===== config.mk =====
export PLATFORM = sky130hd
export DESIGN_NAME = dfu_acc
export DESIGN_NICKNAME = d
export VERILOG_FILES = /design/src/design/assert_macros.svh /design/src/design/dfu_pkg.sv /design/src/design/dfu_acc.sv
export SDC_FILE = /design/constraint.sdc
export NUM_CORES = 1
export LEC_CHECK = 0
export BUFFER_PORTS_ARGS = -buffer_cell sky130_fd_sc_hd__buf_2
export CAP_MARGIN = 15
export CORE_MARGIN = 3
export CORE_UTILIZATION = 50
export CTS_BUF_LIST = sky130_fd_sc_hd__clkbuf_4
export CTS_CLUSTER_DIAMETER = 100
export CTS_CLUSTER_SIZE = 10
export DETAILED_ROUTE_END_ITERATION = 8
export HOLD_SLACK_MARGIN = 0.06
export PLACE_DENSITY = 0.74
export SYNTH_ARGS = -nofsm -noshare
export SYNTH_HDL_FRONTEND = slang
export SYNTH_SLANG_ARGS = --single-unit
export TNS_END_PERCENT = 100

===== constraint.sdc =====
create_clock -name clk -period 4 [get_ports clk]
set_input_delay 0.2 -clock clk [delete_from_list [all_inputs] [get_ports clk]]
set_output_delay 0.2 -clock clk [all_outputs]
set_load 0.01 [all_outputs]

===== src/design/assert_macros.svh =====
// assertion macros used by deformation_field_upsample_2x
`ifndef ASSERT_MACROS_SVH
`define ASSERT_MACROS_SVH

`ifndef ASSERT_OFF

`define ASSERT_IMPLIES(label, clk, rst_n, a, b) \
	label: assert property (@(posedge clk) disable iff (!rst_n) (a) |-> (b)) \
		else $error("same-cycle implication failed");

`define ASSERT_NEXT(label, clk, rst_n, a, b) \
	label: assert property (@(posedge clk) disable iff (!rst_n) (a) |=> (b)) \
		else $error("next-cycle implication failed");

`else

`define ASSERT_IMPLIES(label, clk, rst_n, a, b)

`define ASSERT_NEXT(label, clk, rst_n, a, b)

`endif

`endif


===== src/design/dfu_pkg.sv =====
package dfu_pkg;

	localparam int IDX_W          = 6;
	localparam int SIZE_W         = 6;
	localparam int CFG_IDX_W      = 2;
	localparam int EXT_W          = 9;
	localparam int DEF_MAX_DIM    = 32;
	localparam int DEF_VALUE_BITS = 24;

	localparam logic [SIZE_W-1:0] SIZE_RESET = SIZE_W'(32);

	localparam logic [CFG_IDX_W-1:0] REG_SIZE_X = 2'd0;
	localparam logic [CFG_IDX_W-1:0] REG_SIZE_Y = 2'd1;
	localparam logic [CFG_IDX_W-1:0] REG_SIZE_Z = 2'd2;

	typedef enum logic [1:0] {
		SEQ_IDLE,
		SEQ_RUN,
		SEQ_DRAIN
	} seq_state_t;

	typedef struct packed {
		logic       valid;
		logic       first;
		logic       last;
		logic [1:0] shift;
	} rd_tag_t;

	function automatic logic [EXT_W-1:0] eff_size(input logic [SIZE_W-1:0] s, input int maxd);
		logic [EXT_W-1:0] r;
		r = EXT_W'(s);
		if (s == '0) begin
			r = EXT_W'(1);
		end else if (int'(s) > maxd) begin
			r = EXT_W'(maxd);
		end
		return r;
	endfunction

endpackage


===== src/design/dfu_acc.sv =====
module dfu_acc #(
	parameter int VB = 24
) (
	input  logic                clk,
	input  logic                arst_n,
	input  dfu_pkg::rd_tag_t    tag,
	input  logic [3*VB-1:0]     rd_data,
	input  logic                err_req,
	output logic signed [VB+2:0] out_x,
	output logic signed [VB+2:0] out_y,
	output logic signed [VB+2:0] out_z,
	output logic                index_error,
	output logic                done
);

	localparam int OW = VB + 3;

	dfu_pkg::rd_tag_t tag_s1;

	logic [OW-1:0] acc_x_q, acc_y_q, acc_z_q;
	logic [OW-1:0] ext_x, ext_y, ext_z;
	logic [OW-1:0] sum_x, sum_y, sum_z;
	logic [VB-1:0] d_x, d_y, d_z;

	assign d_x = rd_data[3*VB-1:2*VB];
	assign d_y = rd_data[2*VB-1:VB];
	assign d_z = rd_data[VB-1:0];

	assign ext_x = {{3{d_x[VB-1]}}, d_x};
	assign ext_y = {{3{d_y[VB-1]}}, d_y};
	assign ext_z = {{3{d_z[VB-1]}}, d_z};

	assign sum_x = (tag_s1.first ? '0 : acc_x_q) + ext_x;
	assign sum_y = (tag_s1.first ? '0 : acc_y_q) + ext_y;
	assign sum_z = (tag_s1.first ? '0 : acc_z_q) + ext_z;

	always_ff @(posedge clk or negedge arst_n) begin
		if (!arst_n) begin
			tag_s1 <= '0;
			done   <= 1'b0;
		end else begin
			tag_s1 <= tag;
			done   <= err_req || (tag_s1.valid && tag_s1.last);
		end
	end

	always_ff @(posedge clk) begin
		if (tag_s1.valid) begin
			acc_x_q <= sum_x;
			acc_y_q <= sum_y;
			acc_z_q <= sum_z;
		end
		if (err_req) begin
			out_x       <= '0;
			out_y       <= '0;
			out_z       <= '0;
			index_error <= 1'b1;
		end else if (tag_s1.valid && tag_s1.last) begin
			out_x       <= $signed(sum_x << tag_s1.shift);
			out_y       <= $signed(sum_y << tag_s1.shift);
			out_z       <= $signed(sum_z << tag_s1.shift);
			index_error <= 1'b0;
		end
	end

endmodule

==> out/qor.yml <==
sta:
  whs_ns: 0.119
  slew-limit-headroom_pct: 35.3
  setup-tns-final_ns: 0
  fin_skew_ns: 0.0202
  finalHoldViolCount: 0
  tightest_slew_ns: 0.971
  timing.final.crit_share_pct: 93.2
  fin_crit_ns: 3.73
  fin_ws_ns: 0.271
  maxSlewViolCount: 0
  finalSetupViolations: 0
  rsz0062_at_grt: "false"
  max_freq_ghz: 0.268
global_routing:
  grt_pass1_wl_um: 54600
  grt_antenna_before_repair: 1
  grt_max_degree: 88
  gr-total-overflow: 0
  grt_pass1_vias: 10200
  grtUsageTotal_pct: 26.3
worst_hold_path:
  worst_hold_path_type: "primary input to flip-flop"
clock_network:
  cts.sinks: 169
  clockBufferDepth: 2
  clk_pin_slew_ns: 0.15
  numCtsBuffers: 17
  cts_tree: "yes"
  insertion_delay_ns: 0.59
  root_buffer: "clkbuf_4"
  ctsResizeCount: 0
  post_cts_buffers: 0
  cts_max_level: 4
detailed_routing:
  drc: 0
  wl_per_cell_um: 19.5
  drtIter0Drc: 873
  vias: 10600
  antenna_left: 0
  drt-total-wl_um: 34300
  routed_via_density: 6.03
  drt_pass1_iterations: 5
place:
  placed_cell_area_sq_um: 12900
  hpwl_um: 24800
  globalplace.congestion: 0.946
  io_buffers: 162
  place_ws_ns: 0.423
logic_synthesis:
  synth.area.top_cells: "edfxtp_1 (20%), dfxtp_1 (14%), ha_1 (8.2%)"
  synth_seq_cells: 169
  synth.top_cell.area_share_pct: 20.5
  syn_nets: 1457
  ys.flop_type: "dfxtp_1"
  yosysTopAreaCell: "edfxtp_1"
  syn_inst: 1296
  ys_warn_count: 0
  ys_types: 92
  synth_edf_count: 81
  syn_area_per_cell_sq_um: 9.17
  synth-seq-area-share_pct: 35.6
  synth_area_sq_um: 11900
  async_reset_ff_share_pct: 3.55
floorplan:
  rows: 55
  pin_count: 163
  core_sq_um: 23000
  die-height_um: 160
  dieArea_sq_um: 25600
  die_w_um: 160
  initial_core_util_pct: 51.7
pwr:
  leakage_nw: 5.88
  peakVddDrop_v: 0.000196
  p_per_area_nw_per_um2: 419
  totalPowerFinal_w: 0.00558
critical_path:
  required_ns: 4.46
  timing_worst_setup_path_type: "flip-flop to flip-flop"
  worst_setup_path_end_kind: "flip-flop"
  start_kind: "flip-flop"
  worstPathArrival_ns: 4.19
  crit_path_max_fanout: 26
status:
  outcome: "complete, no violations"
finish:
  finalNetCount: 1595
  drive_above_1_share_pct: 18.0
  fin_area_sq_um: 13300
  fillers: 2122
  syn2layout_area_growth_pct: 12.2
run:
  drv_cap: 0
## timing repair
action	4_1_cts	5_1_grt
endpoints found under the hold margin	19	0
setup endpoints to repair	0	0
hold buffers	12	0
## layout make-up
class                      count  area [sq um]  share of cell area [%]
clock buffer                  18           135                    1.01
clock inverter                14           171                    1.29
antenna                        2          5.00                  0.0376
sequential                   169          4230                    31.8
multi-input combinational   1034          7240                    54.3
timing repair buffer         189          1070                    8.02
tap                          313           392                    2.94
inverter                      23          86.3                   0.648
## layout by cell type, fill, tap and decap left out, types with 20 or more instances in the layout
| cell type | synthesis | routed |
|---|---|---|
| a21o_1 | 47 | 47 |
| buf_2 | 3 | 162 |
| o211ai_1 | 28 | 28 |
| nor2_1 | 63 | 62 |
| inv_1 | 23 | 23 |
| mux2i_1 | 41 | 41 |
| nand3_1 | 20 | 20 |
| a211oi_1 | 23 | 23 |
| xor2_1 | 28 | 28 |
| ha_1 | 78 | 78 |
| xnor2_1 | 40 | 40 |
| o21ai_0 | 55 | 55 |
| edfxtp_1 | 81 | 81 |
| nor2b_1 | 87 | 87 |
| a21oi_1 | 114 | 114 |
| nand2_1 | 147 | 146 |
| nor3_1 | 21 | 21 |
| dfxtp_1 | 82 | 82 |
## critical path, cell delays in order, from the launching register on
cell	delay [ns]
dfrtp_2	0.56
buf_12	0.23
nor2b_1	0.07
ha_1	0.34
a21o_1	0.18
a21oi_1	0.23
a32oi_1	0.22
a211oi_1	0.49
nor2_1	0.14
o21bai_1	0.36
a211oi_1	0.13
a311oi_1	0.45
o221ai_1	0.20
## state kept, by name, indices dropped and copies added (netlist names)
signal and flops:
acc_x_q 27, acc_y_q 27, acc_z_q 27, out_x 27
out_y 27, out_z 27, tag_s1 5, done 1
index_error 1
## through the flow
stage | cells | util (%)
2_1_floorplan | 1296 | -
6_report | 1762 | 58.0
5_1_grt | 1762 | 58.0
3_3_place_gp | 1716 | 56.1
4_1_cts | 1760 | 58.0
3_5_place_dp | 1716 | 56.1
## where the power goes
part	leakage [nW]	internal, W	switching (W)
logic	4.19	0.000909	0.00134
registers	1.53	0.00213	0.0000997
clock network	0.161	0.000445	0.000657
## final timing paths
check / from / endpoint / slack, ns / depth (start not counted)
max in group asynchronous: arst_n / tag_s1[3]$_DFF_PN0_ / 3.16 / 3
max: tag_s1[3]$_DFF_PN0_ / out_y[22]$_SDFFE_PP0P_ / 0.27 / 12
min: rd_data[1] / acc_z_q[1]$_DFFE_PP_ / 0.12 / 2
max reg2reg: tag_s1[3]$_DFF_PN0_ / out_y[22]$_SDFFE_PP0P_ / 0.27 / 12
min reg2reg: out_z[9]$_SDFFE_PP0P_ / out_z[9]$_SDFFE_PP0P_ / 0.45 / 2
min in group asynchronous: arst_n / done$_DFF_PN0_ / 0.57 / 3
## cell families (layout without fill, tap and decap cells)
family | count (synthesis) | in the layout | share of synthesized area (%)
simple gates | 415 | 415 | 17.3
buf+inv | 93 | 244 | 3.58
flops | 169 | 169 | 35.6
fa+ha+maj | 81 | 81 | 8.72
other cells | 0 | 2 | 0
compound gates | 413 | 413 | 24.2
mux | 57 | 57 | 5.63
xor+xnor | 68 | 68 | 5.01
## cells in the mapped netlist (28+ instances only)
library cell and instances:
a21o_1 47, a21oi_1 114, clkbuf_1 51, dfxtp_1 82
edfxtp_1 81, ha_1 78, mux2i_1 41, nand2_1 147
nor2_1 63, nor2b_1 87, o211ai_1 28, o21ai_0 55
xnor2_1 40, xor2_1 28
## layer usage
layer,GRT usage [%],vias to the layer above,part of all wire (%)
li1,-,5127,-
met1,36.9,5060,45
met2,41.1,390,45
met3,5.06,50,7.5
met4,8.24,0,2.3
met5,0,-,0
(Power assumes the default switching activity.)
