`src/design/assert_macros.svh`:
```
// assertion macros used by deformation_field_upsample_2x
`ifndef ASSERT_MACROS_SVH
`define ASSERT_MACROS_SVH

`ifndef ASSERT_OFF

`define ASSERT_IMPLIES(label, clk, rst_n, a, b) \
	label: assert property (@(posedge clk) disable iff (!rst_n) (a) |-> (b)) \
		else $error("same-cycle implication failed");

`define ASSERT_NEXT(label, clk, rst_n, a, b) \
	label: assert property (@(posedge clk) disable iff (!rst_n) (a) |=> (b)) \
		else $error("next-cycle implication failed");

`else

`define ASSERT_IMPLIES(label, clk, rst_n, a, b)

`define ASSERT_NEXT(label, clk, rst_n, a, b)

`endif

`endif

```
`src/design/dfu_pkg.sv`:
```
package dfu_pkg;

	localparam int IDX_W          = 6;
	localparam int SIZE_W         = 6;
	localparam int CFG_IDX_W      = 2;
	localparam int EXT_W          = 9;
	localparam int DEF_MAX_DIM    = 32;
	localparam int DEF_VALUE_BITS = 24;

	localparam logic [SIZE_W-1:0] SIZE_RESET = SIZE_W'(32);

	localparam logic [CFG_IDX_W-1:0] REG_SIZE_X = 2'd0;
	localparam logic [CFG_IDX_W-1:0] REG_SIZE_Y = 2'd1;
	localparam logic [CFG_IDX_W-1:0] REG_SIZE_Z = 2'd2;

	typedef enum logic [1:0] {
		SEQ_IDLE,
		SEQ_RUN,
		SEQ_DRAIN
	} seq_state_t;

	typedef struct packed {
		logic       valid;
		logic       first;
		logic       last;
		logic [1:0] shift;
	} rd_tag_t;

	function automatic logic [EXT_W-1:0] eff_size(input logic [SIZE_W-1:0] s, input int maxd);
		logic [EXT_W-1:0] r;
		r = EXT_W'(s);
		if (s == '0) begin
			r = EXT_W'(1);
		end else if (int'(s) > maxd) begin
			r = EXT_W'(maxd);
		end
		return r;
	endfunction

endpackage

```
`src/design/dfu_seq.sv`:
```
module dfu_seq #(
	parameter int CW = 5
) (
	input  logic                clk,
	input  logic                arst_n,
	input  logic                go,
	input  logic [CW-1:0]       lo_x,
	input  logic [CW-1:0]       lo_y,
	input  logic [CW-1:0]       lo_z,
	input  logic [CW-1:0]       hi_x,
	input  logic [CW-1:0]       hi_y,
	input  logic [CW-1:0]       hi_z,
	input  logic [2:0]          odd_mask,
	output logic                busy,
	output logic                rd_en,
	output logic [3*CW-1:0]     raddr,
	output dfu_pkg::rd_tag_t    tag
);

	dfu_pkg::seq_state_t state_q, state_d;

	logic [CW-1:0] lo_x_q, lo_y_q, lo_z_q, hi_x_q, hi_y_q, hi_z_q;
	logic [2:0]    mask_q;
	logic [2:0]    cnt_q;
	logic [2:0]    cnt_next;
	logic [1:0]    shift_q;

	// walk the subsets of the odd-axis mask
	assign cnt_next = ((cnt_q | ~mask_q) + 3'd1) & mask_q;

	always_comb begin
		state_d = state_q;
		case (state_q)
			dfu_pkg::SEQ_IDLE: begin
				if (go) begin
					state_d = dfu_pkg::SEQ_RUN;
				end
			end
			dfu_pkg::SEQ_RUN: begin
				if (cnt_next == '0) begin
					state_d = dfu_pkg::SEQ_DRAIN;
				end
			end
			dfu_pkg::SEQ_DRAIN: begin
				state_d = dfu_pkg::SEQ_IDLE;
			end
			default: begin
				state_d = dfu_pkg::SEQ_IDLE;
			end
		endcase
	end

	always_comb begin
		busy      = 1'b1;
		rd_en     = 1'b0;
		tag.valid = 1'b0;
		tag.first = (cnt_q == '0);
		tag.last  = (cnt_next == '0);
		tag.shift = shift_q;
		case (state_q)
			dfu_pkg::SEQ_IDLE: begin
				busy = 1'b0;
			end
			dfu_pkg::SEQ_RUN: begin
				rd_en     = 1'b1;
				tag.valid = 1'b1;
			end
			dfu_pkg::SEQ_DRAIN: begin
				busy = 1'b1;
			end
			default: begin
				busy = 1'b1;
			end
		endcase
	end

	assign raddr = {cnt_q[2] ? hi_x_q : lo_x_q,
			cnt_q[1] ? hi_y_q : lo_y_q,
			cnt_q[0] ? hi_z_q : lo_z_q};

	always_ff @(posedge clk or negedge arst_n) begin
		if (!arst_n) begin
			state_q <= dfu_pkg::SEQ_IDLE;
			cnt_q   <= '0;
		end else begin
			state_q <= state_d;
			if (go && state_q == dfu_pkg::SEQ_IDLE) begin
				cnt_q <= '0;
			end else if (state_q == dfu_pkg::SEQ_RUN) begin
				cnt_q <= cnt_next;
			end
		end
	end

	always_ff @(posedge clk) begin
		if (go && state_q == dfu_pkg::SEQ_IDLE) begin
			lo_x_q  <= lo_x;
			lo_y_q  <= lo_y;
			lo_z_q  <= lo_z;
			hi_x_q  <= hi_x;
			hi_y_q  <= hi_y;
			hi_z_q  <= hi_z;
			mask_q  <= odd_mask;
			shift_q <= 2'(3 - int'($countones(odd_mask)));
		end
	end

endmodule

```
`config.mk`:
```
export PLATFORM = sky130hd
export DESIGN_NAME = dfu_seq
export DESIGN_NICKNAME = d
export VERILOG_FILES = /design/src/design/assert_macros.svh /design/src/design/dfu_pkg.sv /design/src/design/dfu_seq.sv
export SDC_FILE = /design/constraint.sdc
export NUM_CORES = 1
export LEC_CHECK = 0
export BUFFER_PORTS_ARGS = -buffer_cell sky130_fd_sc_hd__clkbuf_2
export CAP_MARGIN = 30
export CORE_MARGIN = 2
export CORE_UTILIZATION = 47
export DETAILED_ROUTE_END_ITERATION = 10
export GPL_TIMING_DRIVEN = 0
export PLACE_DENSITY = 0.83
export SLEW_MARGIN = 10
export SYNTH_ARGS = -nofsm -noshare
export SYNTH_HDL_FRONTEND = slang
export SYNTH_SLANG_ARGS = --single-unit
```
`constraint.sdc`:
```
create_clock -name clk -period 3 [get_ports clk]
set_input_delay 0.3 -clock clk [delete_from_list [all_inputs] [get_ports clk]]
set_output_delay 0.3 -clock clk [all_outputs]
set_load 0.01 [all_outputs]
```
==> implementation parameters, run 1 <==
Parameter                              Value

Run status
  Outcome    completed

Routing
  ANT nets after route    0
  Total number of vias    914
  Number of DRC violations after detailed routing    0
  Detailed Route Iter0 Violations    44
  Initial DRT Pass Iterations    4
  Post-DR wirelength/cell    13.4 µm
  Via density    4.76
  Overall routed net length    2.57 mm

Finish
  Finished Core Util    0.662
  Area growth syn-to-layout    33.7%
  Fillers    225
  Diode insertion count for antenna repair    0
  Share of layout cells above drive strength 1    0.581
  Count of nets after finishing    185
  Final standard cell area without fillers    2040 µm²

Yosys
  Share of the yosys chip area belonging to registers    0.772
  Synth Register Bits    40
  Fraction of registers with async set or reset after synthesis    0.125
  Total standard cell area after synthesis    1520 µm²
  Number of different library cells in the post-synthesis netlist    22
  Share of cell area taken by muxes after synthesis    0.111
  Top cells by area in the synthesized netlist    sky130_fd_sc_hd__edfxtp_1, sky130_fd_sc_hd__mux2_2, sky130_fd_sc_hd__dfrtp_1, sky130_fd_sc_hd__a32o_1, sky130_fd_sc_hd__fa_1
  Area share of xor/xnor cells in the synthesized design    0.00575
  Cell type with the largest total area after synthesis    sky130_fd_sc_hd__edfxtp_1
  Syn. warnings    0
  Arithmetic-cell share of the synthesized area counting full adders, half adders and majority gates    0.0213
  Top-area cell type share of the netlist area    0.690
  Average cell area after synthesis    18.8 µm²
  Total nets after synthesis    119
  Synthesized instance count    81
  Post-Synth Simple-Gate Area    0.0328
  Dominant combinational cell family by area after synthesis    multiplexers
  Most instantiated flip-flop cell in the synthesis netlist    sky130_fd_sc_hd__edfxtp_1
  Commonest cells in the synthesized netlist    sky130_fd_sc_hd__edfxtp_1, sky130_fd_sc_hd__mux2_2, sky130_fd_sc_hd__dfrtp_1, sky130_fd_sc_hd__inv_1, sky130_fd_sc_hd__nand2_1
  Most frequently used cell type in the post-synthesis netlist    sky130_fd_sc_hd__edfxtp_1
  Compound-cell area share of the yosys netlist    0.0279
  Post-synth EDFFs    35

Placement
  Placement Cell Area    1870 µm²
  Half-perimeter wire length of the detailed placement result    1.90 mm
  Routability-driven placement congestion ratio    0.656
  Port Buffer Count    57

Clock network
  Clock-pin transition on the worst setup and hold timing paths    110 ps
  Number of H-tree levels    2
  Insertion delay of the later-clocked pin in the worst-skew pair    340 ps
  Number of hold buffers added after CTS    1
  Cell at the root of the clock tree    sky130_fd_sc_hd__clkbuf_4
  Post-CTS Repair Setup Buffers    0
  Resized Gates After CTS    0
  Count of clock tree sinks    40
  TritonCTS clock tree    built
  Total clock buffers created by CTS    5
  Maximum clock insertion buffer count    2

GRT
  Tot GR Track Use    0.160
  Busiest metal layer after global routing    met2
  Global-route track usage on met3    0.0661
  Wire length of the first global-routing pass    4.00 mm
  Global-route met1 utilization    0.177
  Global routing met2 resource utilization    0.264
  Aggregate global routing overflow    0
  Initial antenna violation count    0
  Vias in the first global route    942
  Maximum number of pins on one net before global-route repair    36

Hold path
  Endpoint, Worst Hold    lo_x_q[3]$_DFFE_PP_
  Min-Delay Path Class    input pin to register
  Critical hold path startpoint    lo_x[3]
  WHS Path Cells    1

Critical path
  Crit path max-delay family    compound AO/OA/AOI/OAI gates
  R2R Path End    state_q[1]$_DFFE_PN0P_
  Maximum fanout encountered on the critical timing path    8
  Highest-delay cell along the critical path    sky130_fd_sc_hd__a222oi_1
  Worst Setup SP    cnt_q[1]$_DFFE_PN0P_
  Arrival time reported for the critical path endpoint    2140 ps
  Largest stage delay on the critical path    440 ps
  Worst R2R Path Depth    6
  Origin of the critical flop-to-flop path    cnt_q[1]$_DFFE_PN0P_
  Register-to-register path setup slack    1170 ps
  CP Buf/Inv Count    2
  Crit. End Element    output pin
  Sort of element at the start of the critical path    register
  Setup CP Type    register to output pin
  Data required time at the worst endpoint    2700 ps
  Ordered list of cells on the worst path    clkbuf_1, nand2b_1, ha_1, xor2_1, a222oi_1, clkbuf_2

Job
  Max-capacitance violation count    0

STA
  Unrepaired setup endpoints after global routing    false
  Setup total negative slack    0 ps
  Slew Limit Headroom    0.642
  Fin Clk Skew    4.23 ps
  Final worst-path cycle share    0.814
  Final Critical Period    2440 ps
  Final-report hold violation count    0
  Highest Clock Rate    409 MHz
  Actual slew at the worst max-slew pin    536 ps
  Count of endpoints failing setup in the final report    0
  Count of pins over their slew limit    0

Power and ir drop
  Lkg Pwr    0.858 nW
  Power, Total    0.00200 W
  Power density over cell area    981 nW/µm²
  Largest vdd supply drop    0.527 mV

Floorplanning
  Vertical extent of the die    60.9 µm
  Area of the die    3710 µm²
  Die boundary width    60.9 µm
  Core area    3080 µm²
  Starting density of the core    0.495
  I/O pins    58
  # rows    20
-- how the worst max path moves through the flow --
stage / end / slack, ps / cells past startpoint
after global routing: tag[2] / 410 / 6
final: tag[2] / 560 / 6
after CTS: tag[2] / 570 / 6
after global placement: hi_x_q[1]$_DFFE_PP_ / -20 / 2
after floorplan: hi_x_q[0]$_DFFE_PP_ / 360 / 2
after detailed placement: tag[2] / 970 / 6
-- cell type report --
cell class / count / area (µm²) / area share
sequential: 40 / 1180 / 0.577
timing repair buffer: 59 / 323 / 0.158
multi-input combinational: 33 / 310 / 0.152
clock inverter: 3 / 90.1 / 0.0442
tap: 44 / 55.1 / 0.0270
clock buffer: 5 / 37.5 / 0.0184
buffer: 4 / 30.0 / 0.0147
inverter: 4 / 15.0 / 0.00737
-- cells in the final DEF (no fill, tap or decap) --
master,synthesis,final
sky130_fd_sc_hd__mux2_2,15,15
sky130_fd_sc_hd__edfxtp_1,35,35
sky130_fd_sc_hd__a32o_1,2,2
sky130_fd_sc_hd__buf_4,2,2
sky130_fd_sc_hd__a21oi_1,1,1
sky130_fd_sc_hd__o21bai_1,1,1
sky130_fd_sc_hd__nor3_1,1,1
sky130_fd_sc_hd__dfrtp_1,5,5
sky130_fd_sc_hd__nor2_4,0,1
sky130_fd_sc_hd__inv_1,4,4
sky130_fd_sc_hd__a222oi_1,1,1
sky130_fd_sc_hd__clkbuf_4,0,5
sky130_fd_sc_hd__xor2_1,1,1
sky130_fd_sc_hd__fa_1,1,1
sky130_fd_sc_hd__nor2b_1,1,1
sky130_fd_sc_hd__nand2_1,3,3
sky130_fd_sc_hd__clkbuf_2,0,57
sky130_fd_sc_hd__ha_1,1,1
sky130_fd_sc_hd__clkbuf_1,1,1
sky130_fd_sc_hd__or2_2,1,1
sky130_fd_sc_hd__and2_1,1,1
sky130_fd_sc_hd__nand3_1,1,1
sky130_fd_sc_hd__nand2b_1,1,1
sky130_fd_sc_hd__dlygate4sd3_1,0,1
sky130_fd_sc_hd__buf_16,0,1
sky130_fd_sc_hd__bufinv_16,0,3
sky130_fd_sc_hd__buf_6,1,1
-- cell families after synthesis --
group,count (synthesis)
flip-flops,40
multiplexers,15
AND/OR/NAND/NOR,10
buffers and inverters,8
AO/OA/AOI/OAI,5
adder cells (fa/ha/maj),2
XOR/XNOR,1
-- through the flow --
step,cells,setup WS [ps],hold WS [ps]
2_1_floorplan,81,364,4.41
3_3_place_gp,182,-22.2,121
3_5_place_dp,182,969,128
4_1_cts,191,568,106
5_1_grt,192,411,99.2
6_report,192,558,126
-- power by group --
group	switching [W]	total (W)	internal, W	leakage, nW
Clock	0.000167	0.000510	0.000343	0.0654
Combinational	0.000356	0.000674	0.000318	0.402
Sequential	0.0000422	0.000814	0.000772	0.391
Total	0.000565	0.00200	0.00143	0.858
-- flip-flops by register name, summed over array words and instances (netlist names) --
name	cells
hi_x_q	5
cnt_q	3
state_q	2
mask_q	3
hi_y_q	5
lo_x_q	5
shift_q	2
lo_y_q	5
lo_z_q	5
hi_z_q	5
-- worst register-to-register path, cell delays in order (launching register included) --
cell                       delay [ps]
sky130_fd_sc_hd__dfrtp_1          380
sky130_fd_sc_hd__clkbuf_1         200
sky130_fd_sc_hd__nand2b_1         200
sky130_fd_sc_hd__ha_1             190
sky130_fd_sc_hd__xor2_1           170
sky130_fd_sc_hd__a222oi_1         440
sky130_fd_sc_hd__and2_1           200
-- per-layer routing --
layer / wire, µm / share of wire / vias up
met5: 0 / 0 / -
met4: 31 / 0.012 / 0
met3: 181 / 0.070 / 2
met2: 1380 / 0.54 / 39
met1: 971 / 0.38 / 440
li1: - / - / 433
Note: power is estimated with default switching activity, not from simulation.
==> run 2, diff against run 1 <==
==> constraint.sdc (replaced) <==
create_clock -name clk -period 2.31 [get_ports clk]
set_input_delay 0.231 -clock clk [delete_from_list [all_inputs] [get_ports clk]]
set_output_delay 0.231 -clock clk [all_outputs]
set_load 0.01 [all_outputs]
==> run 2 against run 1 <==
  * Core utilization decreased by 1.8 points
  * Clock skew increased by 5.1 ps
  * Final cell count unchanged
  * Via count increased by 0.77%
  * Setup slack got worse by 380 ps
  * Clock-buffer cell count increased by 1
  * Critical path depth unchanged
  * Combinational power increased by 26%
  * First-iteration DRC count increased by 6.8%
  * Flip-flop and latch count unchanged
  * Clock power decreased by 14%
  * Sequential share of layout area increased by 1.6 points
  * Largest power group unchanged
==> implementation parameters, run 2 (synthesis results as in run 1) <==
Parameter                              Value

Finish
  Area growth syn-to-layout    30.0% (was 33.7%)
  Most common cell after layout, fill and taps aside    sky130_fd_sc_hd__clkbuf_2 (unchanged)
  Count of nets after finishing    185 (unchanged)
  Share of layout cells above drive strength 1    0.581 (unchanged)
  Final standard cell area without fillers    1980 µm² (was 2040 µm²)
  Fillers    229 (was 225)
  Top library cells by usage in the layout, fill and taps aside    sky130_fd_sc_hd__clkbuf_2, sky130_fd_sc_hd__edfxtp_1, sky130_fd_sc_hd__mux2_2 (unchanged)
  Diode insertion count for antenna repair    0 (unchanged)

Power and ir drop
  Part of the total power dissipated in combinational logic    0.360 (was 0.337)
  Largest vdd supply drop    0.734 mV (was 0.527 mV)
  Clk network pwr share    0.186 (was 0.255)
  Int Pwr    0.00164 W (was 0.00143 W)
  Net switching fraction of the power    0.305 (was 0.283)
  Lkg Pwr    0.836 nW (was 0.858 nW)
  Switching pwr    0.000721 W (was 0.000565 W)
  Power density over cell area    1190 nW/µm² (was 981 nW/µm²)
  Fraction of power consumed by sequential logic    0.454 (was 0.407)

STA
  Final Worst Setup Slack    178 ps (was 558 ps)
  Slew Limit Headroom    0.727 (was 0.642)
  Worst hold margin    52.9 ps (was 126 ps)
  Final Critical Period    2130 ps
  Highest Clock Rate    469 MHz
  Actual slew at the worst max-slew pin    409 ps (was 536 ps)
  Unrepaired setup endpoints after global routing    false (unchanged)
  Fin Clk Skew    9.36 ps (was 4.23 ps)
  Count of pins over their slew limit    0 (unchanged)
  Count of endpoints failing setup in the final report    0 (unchanged)
  Setup total negative slack    0 ps (unchanged)
  Final worst-path cycle share    0.923
  Final-report hold violation count    0 (unchanged)

Routing
  Number of DRC violations after detailed routing    0 (unchanged)
  Total number of vias    921 (was 914)
  ANT nets after route    0 (unchanged)
  Overall routed net length    2.49 mm (was 2.57 mm)
  Via density    4.80 (was 4.76)
  Detailed Route Iter0 Violations    47 (was 44)
  Post-DR wirelength/cell    13.0 µm (was 13.4 µm)
  Initial DRT Pass Iterations    4 (unchanged)

Critical path
  Arrival time reported for the critical path endpoint    1900 ps (was 2140 ps)
  Crit. End Element    output pin (unchanged)
  Setup CP Type    register to output pin (unchanged)
  Data required time at the worst endpoint    2080 ps (was 2700 ps)
  Sort of element at the start of the critical path    register (unchanged)
  Maximum fanout encountered on the critical timing path    8 (unchanged)

Clock network
  Cell at the root of the clock tree    sky130_fd_sc_hd__clkbuf_4 (unchanged)
  Total clock buffers created by CTS    5 (unchanged)
  Number of H-tree levels    2 (unchanged)
  Maximum clock insertion buffer count    2 (unchanged)
  Clock-pin transition on the worst setup and hold timing paths    110 ps (about the same)
  TritonCTS clock tree    built (unchanged)
  Insertion delay of the later-clocked pin in the worst-skew pair    340 ps (about the same)
  Count of clock tree sinks    40 (unchanged)
  Resized Gates After CTS    0 (unchanged)

Placement
  Half-perimeter wire length of the detailed placement result    1.84 mm (was 1.90 mm)
  Placement Cell Area    1890 µm² (was 1870 µm²)
  Placement Setup Slack    350 ps (was 969 ps)
  Routability-driven placement congestion ratio    0.752 (was 0.656)
  Port Buffer Count    57 (unchanged)

Floorplanning
  I/O pins    58 (unchanged)
  Die boundary width    60.9 µm (unchanged)
  Core area    3080 µm² (unchanged)
  Vertical extent of the die    60.9 µm (unchanged)
  Area of the die    3710 µm² (unchanged)
  # rows    20 (unchanged)
  Starting density of the core    0.495 (unchanged)

Job
  Max-capacitance violation count    0 (unchanged)

GRT
  Aggregate global routing overflow    0 (unchanged)
  Wire length of the first global-routing pass    3.96 mm (was 4.00 mm)
  Vias in the first global route    965 (was 942)
  Initial antenna violation count    0 (unchanged)
  Tot GR Track Use    0.155 (was 0.160)
  Maximum number of pins on one net before global-route repair    36 (unchanged)

Hold path
  Min-Delay Path Class    input pin to register (unchanged)

Run status
  Outcome    completed (unchanged)
[run 2: changes by cell type in the layout (fill, tap and decap cells not counted), sizes merged]
cell    previous run  this run
buf                4         5
clkinv             0         1
bufinv             3         1
[run 2: area by class of cell]
type                    instances  area [µm²]  share of cell area
plain buffers                   3        26.3              0.0133
repair buffers                 60         323               0.163
well taps                      44        55.1              0.0278
flip-flops and latches         40        1180               0.593
multi-input cells              33         310               0.157
clock buffers                   6        41.3              0.0208
clock inverters                 2        35.0              0.0177
inverters                       4        15.0             0.00758
[run 2: routing by layer]
metal / track usage / vias to the layer above / routed length [µm]
met5: 0 / - / 0
met3: 0.0426 / 5 / 131
met4: 0.112 / 0 / 53
met2: 0.270 / 39 / 1320
li1: - / 435 / -
met1: 0.160 / 442 / 978
[run 2: path summary, 6_finish.rpt]
kind / from / slack [ps] / endpoint / cells after the start
max in group asynchronous: arst_n / 1940 / cnt_q[2]$_DFFE_PN0P_ / 2
max: cnt_q[0]$_DFFE_PN0P_ / 180 / tag[2] / 6
min reg2reg: state_q[0]$_DFFE_PN0P_ / 500 / state_q[0]$_DFFE_PN0P_ / 1
min: hi_x[0] / 50 / hi_x_q[0]$_DFFE_PP_ / 1
min in group asynchronous: arst_n / 220 / cnt_q[0]$_DFFE_PN0P_ / 2
max reg2reg: cnt_q[0]$_DFFE_PN0P_ / 600 / state_q[0]$_DFFE_PN0P_ / 7
[run 2: power by group through the flow]
| stage | registers [W] | logic [W] | clock network (W) |
|---|---|---|---|
| after global routing | 0.00110 | 0.000933 | 0.000475 |
| after floorplan | 0.00106 | 0.000541 | 0 |
| final | 0.00107 | 0.000850 | 0.000440 |
| after global placement | 0.00107 | 0.000805 | 0 |
| after detailed placement | 0.00107 | 0.000868 | 0 |
| after CTS | 0.00106 | 0.000888 | 0.000449 |
[run 2: critical path: stages (launching register included)]
cell,delay (ps)
sky130_fd_sc_hd__dfrtp_1,380
sky130_fd_sc_hd__buf_4,170
sky130_fd_sc_hd__inv_1,90
sky130_fd_sc_hd__nand2_1,60
sky130_fd_sc_hd__ha_1,310
sky130_fd_sc_hd__a222oi_1,350
sky130_fd_sc_hd__clkbuf_2,210
[run 2: metrics by stage]
stage / power (W) / util / std cells
floorplan: 0.00161 / - / 81
global placement: 0.00187 / 0.607 / 182
detailed placement: 0.00194 / 0.615 / 183
CTS: 0.00239 / 0.645 / 193
global route: 0.00251 / 0.644 / 192
finish: 0.00236 / 0.644 / 192
[run 2: timing repair]
| item | 4_1_cts | 5_1_grt |
|---|---|---|
| endpoints found under the hold margin | 5 | 0 |
| setup buffers | 1 | 0 |
| endpoints found under the setup margin | 1 | 1 |
| hold buffers | 1 | 0 |
| pin swaps | 1 | 0 |
